### config.mk
export PLATFORM = sky130hd
export DESIGN_NAME = wav_pcm16_header_parser
export DESIGN_NICKNAME = d
export VERILOG_FILES = /design/src/rtl/core/wavhp_pkg.sv /design/src/rtl/core/wavhp_core.sv /design/src/rtl/core/wav_pcm16_header_parser.sv
export SDC_FILE = /design/constraint.sdc
export NUM_CORES = 1
export LEC_CHECK = 0
export ABC_AREA = 0
export BUFFER_PORTS_ARGS = -buffer_cell sky130_fd_sc_hd__clkbuf_2
export CAP_MARGIN = 30
export CORE_ASPECT_RATIO = 1.4
export CORE_UTILIZATION = 57
export CTS_BUF_LIST = sky130_fd_sc_hd__clkbuf_4 sky130_fd_sc_hd__clkbuf_8
export CTS_CLUSTER_SIZE = 14
export DETAILED_ROUTE_END_ITERATION = 8
export HOLD_SLACK_MARGIN = 0.03
export PLACE_DENSITY = 0.8
export REMOVE_ABC_BUFFERS = 1
export SKIP_CTS_REPAIR_TIMING = 1
export SLEW_MARGIN = 20
export SYNTH_ARGS = -nofsm -noshare
export SYNTH_HDL_FRONTEND = slang
export SYNTH_SLANG_ARGS = --single-unit
### constraint.sdc
create_clock -name clk -period 18.1 [get_ports clk]
set_input_delay 2.715 -clock clk [delete_from_list [all_inputs] [get_ports clk]]
set_output_delay 2.715 -clock clk [all_outputs]
set_load 0.02 [all_outputs]
### src/rtl/core/wavhp_pkg.sv
// wavhp_pkg: shared types and constants for the wav pcm16 header parser
// used by wavhp_core, wav_pcm16_header_parser and the verif bench, no dependencies
package wavhp_pkg;

  // default width of the byte position counter
  localparam int POSITION_BITS_DEF = 32;

  // chunk and magic identifiers, little-endian as they arrive
  localparam logic [31:0] TAG_RIFF = 32'h4646_4952;
  localparam logic [31:0] TAG_WAVE = 32'h4556_4157;
  localparam logic [31:0] TAG_FMT  = 32'h2074_6D66;
  localparam logic [31:0] TAG_DATA = 32'h6174_6164;

  // stream limits
  localparam logic [31:0] MIN_STREAM   = 32'd44;
  localparam logic [31:0] FMT_MIN      = 32'd16;
  localparam logic [32:0] CHUNK_HDR    = 33'd8;
  localparam logic [31:0] MIN_DATA_OFF = 32'd20;

  // byte positions that close the riff, size and wave fields
  localparam logic [31:0] POS_RIFF_END  = 32'd3;
  localparam logic [31:0] POS_RSIZE_END = 32'd7;
  localparam logic [31:0] POS_WAVE_END  = 32'd11;

  // byte offsets inside a fmt body
  localparam logic [3:0] FMT_FORMAT_LO = 4'd0;
  localparam logic [3:0] FMT_FORMAT_HI = 4'd1;
  localparam logic [3:0] FMT_CHAN_LO   = 4'd2;
  localparam logic [3:0] FMT_CHAN_HI   = 4'd3;
  localparam logic [3:0] FMT_RATE_B0   = 4'd4;
  localparam logic [3:0] FMT_RATE_B1   = 4'd5;
  localparam logic [3:0] FMT_RATE_B2   = 4'd6;
  localparam logic [3:0] FMT_RATE_B3   = 4'd7;
  localparam logic [3:0] FMT_BITS_LO   = 4'd14;
  localparam logic [3:0] FMT_BITS_HI   = 4'd15;

  // accepted format values
  localparam logic [15:0] FORMAT_PCM  = 16'd1;
  localparam logic [15:0] CHANNELS_OK = 16'd1;
  localparam logic [15:0] BITS_OK     = 16'd16;

  // result status codes
  localparam logic STATUS_OK  = 1'b0;
  localparam logic STATUS_BAD = 1'b1;

  // parse phases
  typedef enum logic [2:0] {
    PH_RIFF,
    PH_RSIZE,
    PH_WAVE,
    PH_HEADER,
    PH_FMT,
    PH_SKIP,
    PH_DONE
  } phase_t;

  // one input byte
  typedef struct packed {
    logic [7:0] byte_value;
    logic       last;
  } in_t;

  // one result
  typedef struct packed {
    logic        status;
    logic [31:0] payload_offset;
    logic [31:0] payload_length;
    logic [31:0] rate_hz;
  } out_t;

endpackage

### src/rtl/core/wavhp_core.sv
// wavhp_core: per-stream parse state and the single-byte update logic
// depends on wavhp_pkg
module wavhp_core #(
  parameter int POSITION_BITS = wavhp_pkg::POSITION_BITS_DEF
) (
  input  logic           clk,
  input  logic           rst_n,
  input  logic           step,
  input  wavhp_pkg::in_t item,
  output wavhp_pkg::out_t res
);
  import wavhp_pkg::*;

  localparam int PB = POSITION_BITS;

  // state registers
  phase_t         phase_r, phase_nxt;
  logic [PB-1:0]  pos_r, pos_nxt;
  logic [63:0]    hs_r, hs_nxt;
  logic [32:0]    skip_r, skip_nxt;
  logic [3:0]     fidx_r, fidx_nxt;
  logic [15:0]    format_r, format_nxt;
  logic [15:0]    chan_r, chan_nxt;
  logic [15:0]    bits_r, bits_nxt;
  logic [31:0]    rate_r, rate_nxt;
  logic [PB-1:0]  start_r, start_nxt;
  logic [31:0]    size_r, size_nxt;
  logic           found_r, found_nxt;
  logic           failed_r, failed_nxt;

  // helpers
  logic           at_max;
  logic [PB-1:0]  pos_inc;
  logic [63:0]    hs_shift;
  logic [31:0]    hdr_id;
  logic [31:0]    hdr_size;
  logic [32:0]    hdr_total;
  logic [32:0]    skip_dec;
  logic [31:0]    p32;
  logic [31:0]    count32;
  logic [31:0]    start32;
  logic [31:0]    avail;
  logic           bad;

  assign at_max    = &pos_r;
  assign pos_inc   = pos_r + 1'b1;
  assign hs_shift  = {item.byte_value, hs_r[63:8]};
  assign hdr_id    = hs_shift[31:0];
  assign hdr_size  = hs_shift[63:32];
  assign hdr_total = {1'b0, hdr_size} + 33'(hdr_size[0]);
  assign skip_dec  = skip_r - 1'b1;
  assign p32       = 32'(pos_r);

  // next state and result
  always_comb begin
    phase_nxt  = phase_r;
    pos_nxt    = pos_r;
    hs_nxt     = hs_r;
    skip_nxt   = skip_r;
    fidx_nxt   = fidx_r;
    format_nxt = format_r;
    chan_nxt   = chan_r;
    bits_nxt   = bits_r;
    rate_nxt   = rate_r;
    start_nxt  = start_r;
    size_nxt   = size_r;
    found_nxt  = found_r;
    failed_nxt = failed_r;

    // position counter saturates and flags an overlong stream
    if (at_max) begin
      failed_nxt = 1'b1;
    end else begin
      pos_nxt = pos_inc;
    end

    if (!failed_nxt) begin
      case (phase_r)
        PH_RIFF: begin
          hs_nxt = hs_shift;
          if (p32 == POS_RIFF_END) begin
            if (hs_shift[63:32] != TAG_RIFF) failed_nxt = 1'b1;
            phase_nxt = PH_RSIZE;
          end
        end
        PH_RSIZE: begin
          if (p32 == POS_RSIZE_END) phase_nxt = PH_WAVE;
        end
        PH_WAVE: begin
          hs_nxt = hs_shift;
          if (p32 == POS_WAVE_END) begin
            if (hs_shift[63:32] != TAG_WAVE) begin
              failed_nxt = 1'b1;
            end else begin
              phase_nxt = PH_HEADER;
              skip_nxt  = CHUNK_HDR;
              hs_nxt    = '0;
            end
          end
        end
        PH_HEADER: begin
          hs_nxt   = hs_shift;
          skip_nxt = skip_dec;
          if (skip_dec == '0) begin
            if (hdr_id == TAG_FMT && hdr_size >= FMT_MIN) begin
              phase_nxt = PH_FMT;
              skip_nxt  = hdr_total;
              fidx_nxt  = '0;
            end else if (hdr_id == TAG_DATA) begin
              if (rate_r == '0) begin
                failed_nxt = 1'b1;
              end else begin
                start_nxt = pos_inc;
                size_nxt  = hdr_size;
                found_nxt = 1'b1;
                phase_nxt = PH_DONE;
              end
            end else if (hdr_total == '0) begin
              phase_nxt = PH_HEADER;
              skip_nxt  = CHUNK_HDR;
              hs_nxt    = '0;
            end else begin
              phase_nxt = PH_SKIP;
              skip_nxt  = hdr_total;
            end
          end
        end
        PH_FMT: begin
          // pick up the fields of the fmt body
          case (fidx_r)
            FMT_FORMAT_LO: format_nxt[7:0]  = item.byte_value;
            FMT_FORMAT_HI: format_nxt[15:8] = item.byte_value;
            FMT_CHAN_LO:   chan_nxt[7:0]    = item.byte_value;
            FMT_CHAN_HI:   chan_nxt[15:8]   = item.byte_value;
            FMT_RATE_B0:   rate_nxt[7:0]    = item.byte_value;
            FMT_RATE_B1:   rate_nxt[15:8]   = item.byte_value;
            FMT_RATE_B2:   rate_nxt[23:16]  = item.byte_value;
            FMT_RATE_B3:   rate_nxt[31:24]  = item.byte_value;
            FMT_BITS_LO:   bits_nxt[7:0]    = item.byte_value;
            FMT_BITS_HI:   bits_nxt[15:8]   = item.byte_value;
            default: ;
          endcase
          skip_nxt = skip_dec;
          fidx_nxt = fidx_r + 1'b1;
          if (fidx_r == FMT_BITS_HI) begin
            if (format_nxt != FORMAT_PCM || chan_nxt != CHANNELS_OK ||
                bits_nxt != BITS_OK || rate_nxt == '0) begin
              failed_nxt = 1'b1;
            end else if (skip_dec == '0) begin
              phase_nxt = PH_HEADER;
              skip_nxt  = CHUNK_HDR;
              hs_nxt    = '0;
            end else begin
              phase_nxt = PH_SKIP;
            end
          end
        end
        PH_SKIP: begin
          skip_nxt = skip_dec;
          if (skip_dec == '0) begin
            phase_nxt = PH_HEADER;
            skip_nxt  = CHUNK_HDR;
            hs_nxt    = '0;
          end
        end
        default: ;
      endcase
    end

    // result from the updated state
    count32 = 32'(pos_nxt);
    start32 = 32'(start_nxt);
    avail   = count32 - start32;
    bad     = failed_nxt || !found_nxt || count32 < MIN_STREAM || start32 > count32;
    if (bad) begin
      res = '{status: STATUS_BAD, payload_offset: '0, payload_length: '0,
              rate_hz: '0};
    end else begin
      res.status         = STATUS_OK;
      res.payload_offset = start32;
      res.payload_length = (size_nxt > avail) ? avail : size_nxt;
      res.rate_hz        = rate_nxt;
    end

    // last byte closes the stream
    if (item.last) begin
      phase_nxt  = PH_RIFF;
      pos_nxt    = '0;
      hs_nxt     = '0;
      skip_nxt   = '0;
      fidx_nxt   = '0;
      format_nxt = '0;
      chan_nxt   = '0;
      bits_nxt   = '0;
      rate_nxt   = '0;
      start_nxt  = '0;
      size_nxt   = '0;
      found_nxt  = 1'b0;
      failed_nxt = 1'b0;
    end
  end

  // state register
  always_ff @(posedge clk) begin
    if (!rst_n) begin
      phase_r  <= PH_RIFF;
      pos_r    <= '0;
      hs_r     <= '0;
      skip_r   <= '0;
      fidx_r   <= '0;
      format_r <= '0;
      chan_r   <= '0;
      bits_r   <= '0;
      rate_r   <= '0;
      start_r  <= '0;
      size_r   <= '0;
      found_r  <= 1'b0;
      failed_r <= 1'b0;
    end else if (step) begin
      phase_r  <= phase_nxt;
      pos_r    <= pos_nxt;
      hs_r     <= hs_nxt;
      skip_r   <= skip_nxt;
      fidx_r   <= fidx_nxt;
      format_r <= format_nxt;
      chan_r   <= chan_nxt;
      bits_r   <= bits_nxt;
      rate_r   <= rate_nxt;
      start_r  <= start_nxt;
      size_r   <= size_nxt;
      found_r  <= found_nxt;
      failed_r <= failed_nxt;
    end
  end

  // a closing byte leaves the parser at the start of a new stream
  a_last_restarts: assert property (@(posedge clk) disable iff (!rst_n)
    step && item.last |=> pos_r == '0 && phase_r == PH_RIFF && !found_r)
    else $error("stream state not cleared after last byte");

  // the done phase is only reached with a recorded data chunk
  a_done_found: assert property (@(posedge clk) disable iff (!rst_n)
    phase_r == PH_DONE |-> found_r && rate_r != '0)
    else $error("done phase without data chunk");

  // a data chunk can never start before the first chunk body
  a_start_min: assert property (@(posedge clk) disable iff (!rst_n)
    found_r |-> 32'(start_r) >= MIN_DATA_OFF)
    else $error("payload offset below minimum");

endmodule

### src/rtl/core/wav_pcm16_header_parser.sv
// wav_pcm16_header_parser: top level with input and result registers
// depends on wavhp_pkg and wavhp_core
//
//  channel  | ports                          | payload
//  ---------+--------------------------------+---------------------------
//  input    | in_valid, in_stall, in_item    | byte_value, last
//  result   | out_valid, out_stall, out_item | status, offset, length, rate
//
// one byte per cycle is taken while in_stall is low; the last byte of a stream
// passes the input register, then its result is loaded into the result register.
// the parse state updates in a single pass from the input register.
// reset (rst_n low, synchronous) clears the parse state and both valid flags.
// input stalls only while a last byte waits behind a held, stalled result.
module wav_pcm16_header_parser #(
  parameter int POSITION_BITS = wavhp_pkg::POSITION_BITS_DEF
) (
  input  logic            clk,
  input  logic            rst_n,
  input  logic            in_valid,
  output logic            in_stall,
  input  wavhp_pkg::in_t  in_item,
  output logic            out_valid,
  input  logic            out_stall,
  output wavhp_pkg::out_t out_item
);
  import wavhp_pkg::*;

  logic  s1_valid_r;
  in_t   s1_item_r;
  logic  out_valid_r;
  out_t  out_item_r;
  out_t  core_res;
  logic  out_free;
  logic  s1_go;
  logic  in_take;
  logic  out_load;

  // stage control
  assign out_free = !out_valid_r || !out_stall;
  assign s1_go    = s1_valid_r && (!s1_item_r.last || out_free);
  assign in_stall = s1_valid_r && !s1_go;
  assign in_take  = in_valid && !in_stall;
  assign out_load = s1_go && s1_item_r.last;

  // input register
  always_ff @(posedge clk) begin
    if (!rst_n) begin
      s1_valid_r <= 1'b0;
    end else if (in_take) begin
      s1_valid_r <= 1'b1;
    end else if (s1_go) begin
      s1_valid_r <= 1'b0;
    end
  end

  always_ff @(posedge clk) begin
    if (in_take) begin
      s1_item_r <= in_item;
    end
  end

  // parse state and update logic
  wavhp_core #(
    .POSITION_BITS(POSITION_BITS)
  ) u_core (
    .clk  (clk),
    .rst_n(rst_n),
    .step (s1_go),
    .item (s1_item_r),
    .res  (core_res)
  );

  // result register
  always_ff @(posedge clk) begin
    if (!rst_n) begin
      out_valid_r <= 1'b0;
    end else if (out_load) begin
      out_valid_r <= 1'b1;
    end else if (!out_stall) begin
      out_valid_r <= 1'b0;
    end
  end

  always_ff @(posedge clk) begin
    if (out_load) begin
      out_item_r <= core_res;
    end
  end

  assign out_valid = out_valid_r;
  assign out_item  = out_item_r;

  // back-pressure only comes from a held result with a last byte waiting
  a_stall_cause: assert property (@(posedge clk) disable iff (!rst_n)
    in_stall |-> s1_valid_r && s1_item_r.last && out_valid_r && out_stall)
    else $error("input stalled without a blocked result");

  // a processed last byte always produces a result transfer candidate
  a_last_result: assert property (@(posedge clk) disable iff (!rst_n)
    s1_go && s1_item_r.last |=> out_valid_r)
    else $error("last byte gave no result");

  // rejected results carry zero fields
  a_reject_zero: assert property (@(posedge clk) disable iff (!rst_n)
    out_valid_r && out_item_r.status == STATUS_BAD |->
      out_item_r.payload_offset == '0 && out_item_r.payload_length == '0 &&
      out_item_r.rate_hz == '0)
    else $error("rejected result with nonzero fields");

endmodule

==> results.ini, run 1 <==
[outcome]
status=finished clean

[grt]
grt_remaining_overflow=0
antenna_found_initial=0
grt_pass1_vias=19100
track_usage_pct=32.4
grt_pass1_wl_mm=101
grt_max_degree=78

[route]
postRouteAntennaNets=0
firstDrtPassIters=8
via_per_inst=6.51
drt-met1-wl_mm=24.5
drt-initial-drc-count=1905
routed.top_layer=met4
wirelength_mm=65.2
met2_length_mm=32.3
vias=20100
wl_met3_mm=4.39
drc=0
wl_per_cell_um=21.1

[sta]
fin_skew_ns=0.0422
tightest_slew_ns=0.998
max_freq_mhz=111
setup_viol=0
timing.final.crit_share_pct=49.9
tns_ns=0
fin_crit_ns=9.02
hold_violations=0
slew_headroom_pct=33.2
finalMaxSlewViolations=0
worst_slack_ns=9.08
rsz0062_at_grt=no

[yosys]
synth_edf_count=106
synth_top_area_share_pct=25.3
synthTopCellsByArea=dfxtp_1 (25%), edfxtp_1 (15%), nor2_1 (4.8%)
synthArstFlopShare_pct=0
ys_ff_latch=382
synth-main-ff-cell=dfxtp_1
yosysTopAreaCell=dfxtp_1
seq_area_frac_synth_pct=39.8
synth.distinct_cells=91
syn_area_per_cell_um2=8.54
synthMostInstantiatedCell=nor2_1
syn_inst=2560
yosysWarnings=0
synth_area_mm2=0.0219
synthTopCellsByCount=nor2_1 (282), dfxtp_1 (276), nand2_1 (270), o21ai_0 (141), clkbuf_1 (139)

[floorplanning]
dieArea_mm2=0.0392
row_count=84
start_util_pct=57.9
ios=112
core_area_mm2=0.0377
die_y_um=234
fp.dieW_um=168

[clocking]
clk_pin_slew_ns=0.07
cts_buffers=55
cts_tree=built
cts-root-buf=clkbuf_8
cts.path.max_buffers=3
clk_latency_ns=0.65
cts_max_level=2
cts_sinks=382

[finish]
antennaDiodeCount=0
utilization_pct=63.1
area_delta_synth_final_pct=8.91
final_net_count=2658
layout-drive-gt1-share_pct=11.9

[worst_setup_path]
cp-endpoint=out_item[34]$_SDFFCE_PP0P_
crit_start=u_core.skip_r[2]$_SDFFE_PN0P_
reg2reg_depth=27
worstReg2RegEnd=out_item[34]$_SDFFCE_PP0P_
cp.arrival_ns=9.51
reg2reg_slack_ns=9.08
worstPathRequired_ns=18.58
crit_fanout=68
rr_startpoint=u_core.skip_r[2]$_SDFFE_PN0P_
cp-start-kind=flip-flop
worst_setup_path_end_kind=flip-flop
crit_type=flip-flop to flip-flop

[placed_design]
hpwl_mm=45.5
place.gp.congestion=0.968
post-place-ws_ns=9.19
io_buffers=111

[power]
p_comb_share_pct=5.1
ir_drop_mv=0.0642
leakagePower_nw=9.28
clkPwrFrac_pct=45.0
pwr-share-seq_pct=49.9
p_int_mw=1.35
power_switching_mw=0.422
p_sw_share_pct=23.8
power_mw=1.77
p_per_area_mw_per_mm2=74.4

[flow_run]
maxCapViolations=0

[worst_hold_path]
worstHoldPathType=flip-flop to flip-flop

-- critical path, stage by stage, from the launching register on --
cell,delay [ns]
dfxtp_1,0.41
nor4_4,0.52
nand4_1,0.58
nor4_1,0.42
xor2_1,0.16
nor4b_1,0.35
nand3_1,0.25
nor3_4,0.16
buf_4,0.65
mux2i_1,0.40
ha_1,0.28
nor2b_1,0.14
o31a_1,0.28
o311ai_0,0.61
a31oi_1,0.37
o311ai_0,0.64
nand4b_1,0.18
a31oi_1,0.23
xor2_1,0.19
ha_1,0.28
a21oi_1,0.12
o21ai_0,0.09
a21oi_1,0.16
nor2b_1,0.07
o41ai_2,0.32
buf_4,0.47
mux2_2,0.39
nor2_1,0.11
-- per-layer routing --
metal	global-route usage [%]	vias up
met2	56.7	886
met1	36.8	9615
met4	22.4	0
li1	-	9351
met3	4.42	247
met5	0	-
-- state kept, by name (all words and copies together), names as in the netlist, 32 cells and up --
signal	cells
out_item	97
u_core.hs_r	56
u_core.skip_r	33
u_core.p32	32
u_core.rate_r	32
u_core.size_r	32
u_core.start_r	32
-- cells by family after synthesis --
family,synth area share [%]
simple gates,22.9
compound gates,19.2
flops,39.8
buf+inv,4.82
xor+xnor,4.45
mux,4.49
fa+ha+maj,4.33
-- power by group through the flow --
stage | clock [mW] | sequential, mW | combinational [mW]
global route | 0.840 | 0.883 | 0.0964
CTS | 0.805 | 0.883 | 0.0880
floorplan | 0 | 0.908 | 0.0461
global placement | 0 | 0.902 | 0.0857
detailed placement | 0 | 0.902 | 0.0878
finish | 0.796 | 0.883 | 0.0910
-- layout make-up --
class / count / area, µm²
Sequential cell: 382 / 8710
Clock buffer: 70 / 907
Tap cell: 473 / 592
Clock inverter: 31 / 367
Timing Repair Buffer: 148 / 870
Multi-Input combinational cell: 1924 / 12100
Fill cell: 3124 / 13900
Inverter: 59 / 224
-- worst min-delay path by stage --
stage / from / to / cells past startpoint
after global routing: u_core.start_r[11]$_SDFFE_PN0P_ / u_core.start_r[11]$_SDFFE_PN0P_ / 2
after CTS: u_core.start_r[20]$_SDFFE_PN0P_ / u_core.start_r[20]$_SDFFE_PN0P_ / 2
final: u_core.start_r[20]$_SDFFE_PN0P_ / u_core.start_r[20]$_SDFFE_PN0P_ / 2
after floorplan: u_core.size_r[13]$_SDFFE_PN0P_ / u_core.size_r[13]$_SDFFE_PN0P_ / 2
after global placement: u_core.size_r[13]$_SDFFE_PN0P_ / u_core.size_r[13]$_SDFFE_PN0P_ / 2
after detailed placement: u_core.start_r[20]$_SDFFE_PN0P_ / u_core.start_r[20]$_SDFFE_PN0P_ / 2
-- metrics by stage --
stage	hold WS [ns]	area, µm²	instances
after floorplan	0.417	21000	2365
after global placement	0.428	22400	2978
after detailed placement	0.440	22500	2980
after CTS	0.448	23700	3081
after global routing	0.465	23800	3087
final	0.445	23800	3087
-- placed cells by master (no fill, tap or decap), types with 61 or more instances in the layout --
cell type    n
clkbuf_2   111
a21oi_1    106
nor2_1     279
clkbuf_8    61
dfxtp_1    276
a22oi_1    135
nand3_1     98
nand2_1    270
edfxtp_1   106
ha_1        74
o21ai_0    141
mux2i_1     61
(Power assumes the default switching activity.)
==> run 2: changes to the inputs <==
- PLACE_DENSITY: 0.8 -> 0.83
- clock period: 18.1 -> 7.35 ns (I/O delays scaled with it)
==> run 2 against run 1 <==
Die area is the same. Via count increased by 3.6%. Critical path depth is 4 higher. Design area increased by 4.5%. Fmax up 26%. Global-route usage up 1.4 points. Worst hold slack gained 0.0025 ns. Largest power group unchanged.
==> results.ini, run 2 (synthesized netlist as in run 1, its figures left out) <==
[outcome]
status=finished clean  ; unchanged

[grt]
grt_pass1_wl_mm=106  ; was 101 mm
grt_pass1_vias=20000  ; was 19,100
track_usage_pct=33.8  ; was 32.4%
grt_max_degree=98  ; was 78
antenna_found_initial=0  ; unchanged
grt_remaining_overflow=0  ; unchanged

[finish]
utilization_pct=66.0  ; was 63.1%
final_net_count=2753  ; was 2,658
largest_register_ffs=97  ; unchanged
post-route-cell-area_mm2=0.0249  ; was 0.0238 mm²
layout_common_cells=nor2_1 (279), dfxtp_1 (273), nand2_1 (269)  ; was nor2_1 (279), dfxtp_1 (276), nand2_1 (270)
area_delta_synth_final_pct=13.8  ; was 8.91%
stdcell_count=3188  ; was 3,087
layout-drive-gt1-share_pct=16.6  ; was 11.9%
final_common_cell=nor2_1  ; unchanged

[route]
drc=0  ; unchanged
via_per_inst=6.53  ; was 6.51
firstDrtPassIters=9  ; was 8
wl_per_cell_um=21.8  ; was 21.1 µm
vias=20800  ; was 20,100
wirelength_mm=69.4  ; was 65.2 mm
postRouteAntennaNets=0  ; unchanged
drt-initial-drc-count=2033  ; was 1,905

[sta]
max_freq_mhz=140  ; was 111 MHz
timing.final.crit_share_pct=97.5  ; was 49.9%
fin_skew_ns=0.0364  ; was 0.0422 ns
fin_crit_ns=7.17  ; was 9.02 ns
finalMaxSlewViolations=0  ; unchanged
tightest_slew_ns=0.978  ; was 0.998 ns
fin_hold_ws_ns=0.447  ; was 0.445 ns
hold_violations=0  ; unchanged
setup_viol=0  ; unchanged
slew_headroom_pct=34.7  ; was 33.2%
tns_ns=0  ; unchanged
worst_slack_ns=0.182  ; was 9.08 ns

[worst_setup_path]
cp.arrival_ns=7.68  ; was 9.51 ns
crit_type=flip-flop to flip-flop  ; unchanged
rr_startpoint=u_core.skip_r[2]$_SDFFE_PN0P_  ; unchanged
reg2reg_slack_ns=0.18  ; was 9.08 ns
reg2reg_depth=31  ; was 27
cp_slowest_cell=or4_1  ; was buf_4
worstPathRequired_ns=7.86  ; was 18.58 ns
worstReg2RegEnd=out_item[49]$_SDFFCE_PP0P_  ; was out_item[34]$_SDFFCE_PP0P_
cp-start-kind=flip-flop  ; unchanged
crit_fanout=8  ; was 68
worst_setup_path_end_kind=flip-flop  ; unchanged
slowest_delay_ns=0.56  ; was 0.65 ns

[clocking]
cts_buffers=57  ; was 55
cts.path.max_buffers=3  ; unchanged
cts_tree=built  ; unchanged
cts_sinks=382  ; unchanged
clk_pin_slew_ns=0.07  ; about the same
cts-root-buf=clkbuf_8  ; unchanged
clk_latency_ns=0.66  ; was 0.65 ns
cts_max_level=2  ; unchanged

[power]
p_per_area_mw_per_mm2=175  ; was 74.4 mW/mm²
leakagePower_nw=9.88  ; was 9.28 nW
power_mw=4.35  ; was 1.77 mW
ir_drop_mv=0.181  ; was 0.0642 mV

[floorplanning]
row_count=84  ; unchanged
fp.dieW_um=168  ; unchanged
die_y_um=234  ; unchanged
core_area_mm2=0.0377  ; unchanged
dieArea_mm2=0.0392  ; unchanged
start_util_pct=57.9  ; unchanged
ios=112  ; unchanged

[worst_hold_path]
worstHoldPathType=flip-flop to flip-flop  ; unchanged
min_to=u_core.start_r[27]$_SDFFE_PN0P_  ; was u_core.start_r[20]$_SDFFE_PN0P_
min_from=u_core.start_r[27]$_SDFFE_PN0P_  ; was u_core.start_r[20]$_SDFFE_PN0P_
min_path_cells=2  ; unchanged

[placed_design]
post-place-ws_ns=-0.161  ; was 9.19 ns
io_buffers=111  ; unchanged
place_inst=3056  ; was 2,980
hpwl_mm=48.1  ; was 45.5 mm
place.gp.congestion=0.988  ; was 0.968
place_area_mm2=0.0231  ; was 0.0225 mm²

[flow_run]
maxCapViolations=0  ; unchanged

[run 2: cell count changes in the layout (fill, tap and decap cells not counted), sizes merged]
cell	change
buf	+89
clkbuf	+16
bufinv	-4
clkinvlp	-3
clkinv	+1
diode	+1
inv	+1
[run 2: routing by layer]
metal,wire length [µm],up-vias,track usage [%]
met5,0,-,0
li1,-,9538,-
met3,4610,294,4.47
met1,25600,9962,37.8
met2,34700,1036,61.1
met4,4510,0,20.8
[run 2: power breakdown]
group	internal [mW]	total, mW	switching (mW)	leakage (nW)
combinational	0.0718	0.240	0.168	5.81
sequential	2.17	2.18	0.0178	3.39
clock	1.05	1.92	0.870	0.677
[run 2: critical path: cells and delay by family, from the launching register on]
| kind | cells | cell delay [ns] |
|---|---|---|
| DFF | 1 | 0.35 |
| adders and majority gates | 2 | 0.55 |
| and+or+nand+nor | 8 | 1.85 |
| AOI/OAI and AO/OA | 13 | 2.64 |
| buffers and inverters | 5 | 0.83 |
| muxes | 2 | 0.59 |
| xor gates and xnor gates | 1 | 0.22 |
[run 2: how the worst max path moves through the flow]
stage                                             start                         end  slack (ns)  cells past startpoint
after global routing      u_core.skip_r[2]$_SDFFE_PN0P_  out_item[49]$_SDFFCE_PP0P_       -0.11                     32
final                     u_core.skip_r[2]$_SDFFE_PN0P_  out_item[49]$_SDFFCE_PP0P_        0.18                     31
after floorplan           u_core.skip_r[2]$_SDFFE_PN0P_  out_item[34]$_SDFFCE_PP0P_       -6.28                     25
after global placement    u_core.skip_r[3]$_SDFFE_PN0P_  out_item[38]$_SDFFCE_PP0P_        0.05                     28
after detailed placement  u_core.skip_r[0]$_SDFFE_PN0P_  out_item[44]$_SDFFCE_PP0P_       -0.16                     31
after CTS                 u_core.skip_r[0]$_SDFFE_PN0P_  out_item[53]$_SDFFCE_PP0P_       -0.23                     31
[run 2: cell type report]
class,instances,area (µm²)
Inverter,59,224
Clock buffer,82,1030
Sequential cell,382,8710
Timing Repair Buffer,241,1690
Antenna cell,1,2.50
Fill cell,3006,12800
Multi-Input combinational cell,1924,12400
Tap cell,473,592
Clock inverter,26,230
